File: src/rtl/core/cas_pkg.sv
`timescale 1ns / 1ps

package cas_pkg;

    // Largest grid side the line stores are sized for.
    localparam int DEFAULT_MAX_SIDE = 128;

    // Configuration register indexes.
    localparam int CFG_IW = 2;
    localparam logic [CFG_IW-1:0] CFG_GRID_SIZE   = 2'd0;
    localparam logic [CFG_IW-1:0] CFG_DEATH_LIMIT = 2'd1;
    localparam logic [CFG_IW-1:0] CFG_BIRTH_LIMIT = 2'd2;

    localparam int GRID_W  = 8;
    localparam int LIMIT_W = 4;

    localparam logic [GRID_W-1:0]  GRID_SIZE_RST   = 8'd91;
    localparam logic [LIMIT_W-1:0] DEATH_LIMIT_RST = 4'd4;
    localparam logic [LIMIT_W-1:0] BIRTH_LIMIT_RST = 4'd4;

    // Up to three results per input cell; result queue sizing.
    localparam int MAX_RESULTS = 3;
    localparam int PUSH_W      = 2;
    localparam int RES_DEPTH   = 8;

    // Effective side minus one: grid_size clamped to [3, max_side].
    function automatic int side_m1_of(input logic [GRID_W-1:0] gs, input int max_side);
        int n;
        n = int'(gs);
        if (n < 3) n = 3;
        if (n > max_side) n = max_side;
        return n - 1;
    endfunction

endpackage

File: src/rtl/core/cas_out_fifo.sv
`timescale 1ns / 1ps

// Result queue: takes up to MAX_RESULTS entries per cycle, hands out one unless stalled.
module cas_out_fifo
    import cas_pkg::*;
#(
    parameter int W     = 16,
    parameter int DEPTH = RES_DEPTH
)
(
    input  logic                              clk,
    input  logic                              rst_n,
    input  logic [PUSH_W-1:0]                 push_n,
    input  logic [MAX_RESULTS-1:0][W-1:0]     push_data,
    output logic                              room,
    output logic                              out_valid,
    input  logic                              out_stall,
    output logic [W-1:0]                      out_data
);

    localparam int PW = $clog2(DEPTH);
    localparam int CNTW = PW + 1;
    localparam int ROOM_MAX = DEPTH - 2 * MAX_RESULTS;

    logic [W-1:0]    mem_reg [DEPTH];
    logic [PW-1:0]   wr_ptr_reg;
    logic [PW-1:0]   rd_ptr_reg;
    logic [CNTW-1:0] count_reg;
    logic [CNTW-1:0] count_next;
    logic            pop;

    assign out_valid = (count_reg != '0);
    assign out_data  = mem_reg[rd_ptr_reg];
    assign pop       = out_valid && !out_stall;
    // Room for the cell in flight plus one more, each at full fan-out.
    assign room      = (count_reg <= CNTW'(ROOM_MAX));

    assign count_next = count_reg + CNTW'(push_n) - CNTW'(pop);

    always_ff @(posedge clk or negedge rst_n)
    begin
        if (!rst_n)
        begin
            wr_ptr_reg <= '0;
            rd_ptr_reg <= '0;
            count_reg  <= '0;
        end
        else
        begin
            wr_ptr_reg <= wr_ptr_reg + PW'(push_n);
            rd_ptr_reg <= rd_ptr_reg + PW'(pop);
            count_reg  <= count_next;
        end
    end

    always_ff @(posedge clk)
    begin
        for (int k = 0; k < MAX_RESULTS; k++)
        begin
            if (PUSH_W'(k) < push_n)
            begin
                mem_reg[wr_ptr_reg + PW'(k)] <= push_data[k];
            end
        end
    end

endmodule

File: src/rtl/core/cave_automaton_smoothing_pass.sv
`timescale 1ns / 1ps

// Cave smoothing pass: one cellular-automaton step over a square binary grid.
//
// Input channel (in_valid / in_stall / cell_alive): one cell per transaction,
// raster order, row 0 column 0 first. Output channel (out_valid / out_stall):
// one smoothed cell per transaction with its out_row / out_col; frame_done
// marks the last cell of the grid, after which the next pass starts.
// Configuration: cfg_we / cfg_index / cfg_data, written only while idle.
// Writing grid_size restarts the pass; limits apply at once.
//
// Pipeline: accept edge -> line store read -> window update and decision in
// the next cycle -> result queue -> out port. A result is pushed into the
// queue at the edge after the accept of the input cell that completes its
// window, and is offered on the output once the results ahead of it are out
// (cell (r,c) is completed by (r+1,c+1); right-column cells by the cell
// below them; bottom-row cells by themselves).
// Throughput: one input cell per cycle. Each cell yields one result on
// average, two at a row end below row 0 and in the last row past column 0,
// three at the last row's end; the single output port (one result per cycle)
// sets the sustained rate there, and in_stall rises when the queue fills up.
// Line stores: one 2-bit wide synchronous memory, read at the accept edge,
// written back at the next edge. Same-column accesses are at least three
// cells apart, so no forwarding is needed.
// Reset: counters, window and queue clear; the line store is not cleared
// (its first-rows contents never reach a result). An output stall only
// holds the queue; inputs keep flowing until the queue fills.
module cave_automaton_smoothing_pass
    import cas_pkg::*;
#(
    parameter int MAX_SIDE = DEFAULT_MAX_SIDE,
    localparam int CW = (MAX_SIDE > 2) ? $clog2(MAX_SIDE) : 1
)
(
    input  logic               clk,
    input  logic               rst_n,
    // configuration
    input  logic               cfg_we,
    input  logic [CFG_IW-1:0]  cfg_index,
    input  logic [GRID_W-1:0]  cfg_data,
    // input cells
    input  logic               in_valid,
    output logic               in_stall,
    input  logic               cell_alive,
    // smoothed cells
    output logic               out_valid,
    input  logic               out_stall,
    output logic [CW-1:0]      out_row,
    output logic [CW-1:0]      out_col,
    output logic               new_alive,
    output logic               frame_done
);

    localparam int RW = 2 * CW + 2;

    // Config
    logic [CW-1:0]      side_m1_reg;
    logic [LIMIT_W-1:0] death_reg;
    logic [LIMIT_W-1:0] birth_reg;
    logic               grid_wr;

    // Raster position of the next input cell
    logic [CW-1:0]      row_reg;
    logic [CW-1:0]      col_reg;

    // Decision stage
    logic               s1_valid_reg;
    logic [CW-1:0]      s1_row_reg;
    logic [CW-1:0]      s1_col_reg;
    logic               s1_cell_reg;
    logic [1:0]         line_rd_reg;   // bit0 two rows up, bit1 one row up
    logic [1:0]         line_mem [MAX_SIDE];
    logic [8:0]         win_reg;
    logic [8:0]         win_next;

    logic               accept;
    logic               fifo_room;
    logic               center;
    logic [3:0]         nbr_cnt;
    logic               interior;
    logic               alive_a;
    logic               emit_a;
    logic               emit_b;
    logic               emit_c;
    logic               col_last;
    logic [CW-1:0]      row_m1;
    logic [CW-1:0]      col_m1;
    logic [RW-1:0]      res_a;
    logic [RW-1:0]      res_b;
    logic [RW-1:0]      res_c;
    logic [MAX_RESULTS-1:0][RW-1:0] push_data;
    logic [PUSH_W-1:0]  push_n;
    logic [RW-1:0]      fifo_out;

    assign accept   = in_valid && !in_stall;
    assign in_stall = !fifo_room;
    assign grid_wr  = cfg_we && (cfg_index == CFG_GRID_SIZE);

    // Configuration registers
    always_ff @(posedge clk or negedge rst_n)
    begin
        if (!rst_n)
        begin
            side_m1_reg <= CW'(side_m1_of(GRID_SIZE_RST, MAX_SIDE));
            death_reg   <= DEATH_LIMIT_RST;
            birth_reg   <= BIRTH_LIMIT_RST;
        end
        else if (cfg_we)
        begin
            unique case (cfg_index)
                CFG_GRID_SIZE:   side_m1_reg <= CW'(side_m1_of(cfg_data, MAX_SIDE));
                CFG_DEATH_LIMIT: death_reg   <= cfg_data[LIMIT_W-1:0];
                CFG_BIRTH_LIMIT: birth_reg   <= cfg_data[LIMIT_W-1:0];
                default:         ;
            endcase
        end
    end

    // Raster counters
    always_ff @(posedge clk or negedge rst_n)
    begin
        if (!rst_n)
        begin
            row_reg <= '0;
            col_reg <= '0;
        end
        else if (grid_wr)
        begin
            row_reg <= '0;
            col_reg <= '0;
        end
        else if (accept)
        begin
            if (col_reg == side_m1_reg)
            begin
                col_reg <= '0;
                row_reg <= (row_reg == side_m1_reg) ? '0 : row_reg + 1'b1;
            end
            else
            begin
                col_reg <= col_reg + 1'b1;
            end
        end
    end

    always_ff @(posedge clk or negedge rst_n)
    begin
        if (!rst_n)
        begin
            s1_valid_reg <= 1'b0;
        end
        else
        begin
            s1_valid_reg <= accept;
        end
    end

    always_ff @(posedge clk)
    begin
        if (accept)
        begin
            s1_row_reg  <= row_reg;
            s1_col_reg  <= col_reg;
            s1_cell_reg <= cell_alive;
        end
    end

    // Line store: read at accept, shift the column down one row at the next edge
    always_ff @(posedge clk)
    begin
        if (accept)
        begin
            line_rd_reg <= line_mem[col_reg];
        end
        if (s1_valid_reg)
        begin
            line_mem[s1_col_reg] <= {s1_cell_reg, line_rd_reg[1]};
        end
    end

    // 3x3 window, newest column in the low bits
    assign win_next = {win_reg[5:0], s1_cell_reg, line_rd_reg[1], line_rd_reg[0]};

    always_ff @(posedge clk or negedge rst_n)
    begin
        if (!rst_n)
        begin
            win_reg <= '0;
        end
        else if (grid_wr)
        begin
            win_reg <= '0;
        end
        else if (s1_valid_reg)
        begin
            win_reg <= win_next;
        end
    end

    // Decision for the window center (row-1, col-1)
    always_comb
    begin
        nbr_cnt = '0;
        for (int i = 0; i < 9; i++)
        begin
            if (i != 4)
            begin
                nbr_cnt = nbr_cnt + 4'(win_next[i]);
            end
        end
    end

    assign center   = win_next[4];
    assign interior = (s1_row_reg > CW'(1)) && (s1_col_reg > CW'(1));
    assign col_last = (s1_col_reg == side_m1_reg);
    assign row_m1   = s1_row_reg - 1'b1;
    assign col_m1   = s1_col_reg - 1'b1;

    always_comb
    begin
        alive_a = center;
        if (interior)
        begin
            if (center && (nbr_cnt < death_reg))
            begin
                alive_a = 1'b0;
            end
            else if (nbr_cnt > birth_reg)
            begin
                alive_a = 1'b1;
            end
        end
    end

    assign emit_a = s1_valid_reg && (s1_row_reg != '0) && (s1_col_reg != '0);
    assign emit_b = s1_valid_reg && (s1_row_reg != '0) && col_last;
    assign emit_c = s1_valid_reg && (s1_row_reg == side_m1_reg);

    assign res_a = {row_m1, col_m1, alive_a, 1'b0};
    assign res_b = {row_m1, s1_col_reg, line_rd_reg[1], 1'b0};
    assign res_c = {s1_row_reg, s1_col_reg, s1_cell_reg, col_last};

    // Pack the emitted results in order
    always_comb
    begin
        push_data = '0;
        push_n    = '0;
        if (emit_a)
        begin
            push_data[push_n] = res_a;
            push_n = push_n + 1'b1;
        end
        if (emit_b)
        begin
            push_data[push_n] = res_b;
            push_n = push_n + 1'b1;
        end
        if (emit_c)
        begin
            push_data[push_n] = res_c;
            push_n = push_n + 1'b1;
        end
    end

    cas_out_fifo #(
        .W     (RW),
        .DEPTH (RES_DEPTH)
    ) u_out_fifo (
        .clk       (clk),
        .rst_n     (rst_n),
        .push_n    (push_n),
        .push_data (push_data),
        .room      (fifo_room),
        .out_valid (out_valid),
        .out_stall (out_stall),
        .out_data  (fifo_out)
    );

    assign {out_row, out_col, new_alive, frame_done} = fifo_out;

endmodule

File: config.mk
export PLATFORM = sky130hd
export DESIGN_NAME = cave_automaton_smoothing_pass
export DESIGN_NICKNAME = d
export VERILOG_FILES = /design/src/rtl/core/cas_pkg.sv /design/src/rtl/core/cas_out_fifo.sv /design/src/rtl/core/cave_automaton_smoothing_pass.sv
export SDC_FILE = /design/constraint.sdc
export NUM_CORES = 1
export LEC_CHECK = 0
export BUFFER_PORTS_ARGS = -buffer_cell sky130_fd_sc_hd__buf_4
export CAP_MARGIN = 5
export CORE_MARGIN = 1.5
export CORE_UTILIZATION = 69
export CTS_CLUSTER_DIAMETER = 80
export DETAILED_ROUTE_END_ITERATION = 7
export HOLD_SLACK_MARGIN = 0.06
export PLACE_DENSITY = 0.86
export SETUP_SLACK_MARGIN = 0.15
export SLEW_MARGIN = 20
export SYNTH_ARGS = -nofsm -noshare
export SYNTH_HDL_FRONTEND = slang
export SYNTH_HIERARCHICAL = 1
export SYNTH_SLANG_ARGS = --single-unit
File: constraint.sdc
create_clock -name clk -period 9.2 [get_ports clk]
set_input_delay 1.38 -clock clk [delete_from_list [all_inputs] [get_ports clk]]
set_output_delay 1.38 -clock clk [all_outputs]
set_load 0.02 [all_outputs]
==> results_dict.tcl <==
set metrics [dict create \
    critPathLaunchType "flip-flop" \
    placed_area_sq_mm 0.02414 \
    grt_pass1_wl_mm 98.79 \
    cts_sinks 447 \
    core-area_sq_mm 0.03378 \
    critPathKind "reg2reg" \
    n_antenna_cell 0 \
    crit_chain "inv_1 -> ha_1 -> or4b_1 -> or3_1 -> nand2_2 -> inv_1 -> ha_1 -> o21ai_0 -> o31ai_4 -> buf_4 -> nand3b_1 -> or2_1 -> a31oi_1" \
    seq_area_sq_mm 0.01321 \
    synth-edff-count 401 \
    holdWs_ps 508.4 \
    dr_total_vias 17916 \
    postRouteAntennaNets 0 \
    grt_pass1_vias 17648 \
    hold_viol_final 0 \
    nFillCells 1994 \
    htree_levels 2 \
    io_pins 34 \
    fin_crit_sh_pct 59.22 \
    die_w_microns 189.2 \
    leakage_nw 8.355 \
    path_clk_slew_ps 70 \
    slew_violations 0 \
    io_buffers 33 \
    critPathCaptureType "flip-flop" \
    clk_latency_ps 610 \
    timing.fmax_mhz 183.6 \
    ir_drop_mv 0.5160 \
    seq_area_frac_synth_pct 55.20 \
    required_ps 9490 \
    synth.avg_cell_area_sq_um 11.73 \
    ys_ff_latch 447 \
    grt-ovfl-total 0 \
    synth_async_sr_flop_share_pct 10.29 \
    cts_setup_buffers 0 \
    max_stage_delay_ps 920 \
    dieHeight_microns 189.2 \
    largest_reg_flops 256 \
    via_per_inst 7.343 \
    stdcell_area_sq_mm 0.02569 \
    failed_checks "DRC" \
    critPathArrivalTime_ps 5740 \
    drcViolationCount 1 \
    rows 67 \
    hpwl_mm 36.74 \
    finalSetupViolations 0 \
    status "finished, violations left" \
    layout_commonest_cell "edfxtp_1" \
    start_util_pct 70.78 \
    antenna_found_initial 0 \
    ys_types 73 \
    multi_input_area_sq_mm 0.009668 \
    final_layout_size_suffix_gt1_share_pct 13.76 \
    yosys_warnings 6 \
    cpMaxStageDelayCell "or2_1" \
    syn_to_final_growth_pct 7.441 \
    slew-limit-headroom_pct 19.42 \
    synthFlopType "edfxtp_1" \
    cap_viol_max_count 0 \
    routed_wl_mm 64.89 \
    grt_start_max_net_pins 132 \
    routedWlPerCell_microns 26.60 \
    cts_root_buf "clkbuf_16" \
    fin_crit_ps 5448 \
    hold_path_class "reg2reg" \
    ctsResizeCount 0 \
    most-common-layout-cells "edfxtp_1, nand2_1, nor2_1" \
    synth_area_sq_mm 0.02391 \
    clock_skew_ps 14.65 \
    fin_setup_tns_ps 0 \
    gpl.final_weighted_congestion 0.9196 \
    power.density_mw_per_mm2 280.6 \
    grt_setup_unrepaired "false" \
    grt_use_total_pct 36.72 \
    dieArea_sq_mm 0.03578 \
    cts_buffers 45 \
    drt_pre_antenna_iters 8 \
    critPathMaxFanout 75 \
    cts_hold_buf 0 \
    drt_iter0_markers 3178 \
    tightest_slew_ps 1205 \
    clockBufferDepth 3 \
    postSynthCellCount 2038 \
    cts_tree "done" \
    synth_nets 2092 \
    nNetsFinal 2011 \
]
==> stage by stage <==
step                util (%)  cells  setup WS (ps)  power, mW
global route           76.05   2440           3561      7.451
detailed placement     71.46   2358           3998      5.205
floorplan                  -   2038           3000      4.550
global placement       71.46   2358           4186      5.110
CTS                    75.99   2440           3972      7.127
finish                 76.05   2440           3752      7.209
==> cell usage after synthesis, types with 10 or more instances <==
master / number / share of area [%]
edfxtp_1: 401 / 50
nand2_1: 192 / 3.0
nor2_1: 164 / 2.6
nor3_1: 149 / 3.1
o21ai_0: 136 / 2.8
a31oi_1: 128 / 3.3
clkbuf_1: 101 / 1.6
mux4_2: 67 / 6.3
mux2i_1: 54 / 2.3
inv_1: 53 / 0.83
buf_2: 51 / 1.1
dfrtp_1: 40 / 4.2
o21ai_1: 39 / 0.82
and4b_1: 32 / 1.3
ha_1: 32 / 1.7
nand3_1: 31 / 0.65
mux2_2: 27 / 1.3
xor2_1: 25 / 0.92
buf_1: 23 / 0.36
a21oi_1: 22 / 0.46
and3_1: 19 / 0.50
and4_1: 18 / 0.66
xnor2_1: 18 / 0.66
nor4bb_1: 16 / 0.67
nor2b_1: 15 / 0.39
mux4_1: 13 / 1.4
a31oi_2: 10 / 0.52
buf_4: 10 / 0.31
==> where the power goes <==
part           internal [mW]  switching [mW]  total (mW)
sequential              2.47           0.239        2.71
combinational          0.926            1.64        2.57
clock                   1.12           0.812        1.93
total                   4.51            2.70        7.21
==> per-layer routing <==
layer  GRT usage [%]  wire [microns]  up-vias
met5               0               0        -
met4           22.99            4489        0
met1           44.63           21400     8382
li1                -               -     7567
met2           59.29           30550     1556
met3           9.231            8461      411
==> area by class of cell <==
| cell class | count | share of cell area (%) |
|---|---|---|
| Clock inverter | 32 | 1.427 |
| Clock buffer | 50 | 4.539 |
| Sequential cell | 447 | 51.41 |
| Timing Repair Buffer | 68 | 2.031 |
| Tap cell | 448 | 2.182 |
| Multi-Input combinational cell | 1342 | 37.63 |
| Inverter | 53 | 0.7744 |
==> worst paths after layout <==
| check | from | depth (start not counted) | endpoint | slack (ps) |
|---|---|---|---|---|
| setup / recovery | s1_col_reg[0] | 13 | u_out_fifo/mem_reg[2][2] | 3750 |
| hold / removal | birth_reg[1] | 1 | birth_reg[1] | 510 |
| setup reg to reg | s1_col_reg[0] | 13 | u_out_fifo/mem_reg[2][2] | 3750 |
| hold reg to reg | birth_reg[1] | 1 | birth_reg[1] | 510 |
| max in group asynchronous | rst_n | 1 | col_reg[0] | 7970 |
| min in group asynchronous | rst_n | 1 | win_reg[4] | 780 |
==> cell families after synthesis <==
logic type	Yosys count	synth area share, %
AOI/OAI and AO/OA	404	10.33
muxes	161	11.27
DFF	447	55.20
adders and majority gates	38	2.177
xor gates and xnor gates	45	1.711
and+or+nand+nor	694	14.56
buffers and inverters	249	4.751
==> worst max-delay path, delay by kind of cell (launching register included) <==
family | cells | cell delay [ps]
AO/OA/AOI/OAI | 3 | 440
adder cells (fa/ha/maj) | 2 | 440
AND/OR/NAND/NOR | 5 | 2820
buffers and inverters | 3 | 740
flip-flops | 1 | 600
Power figures use the tool's default switching activity.
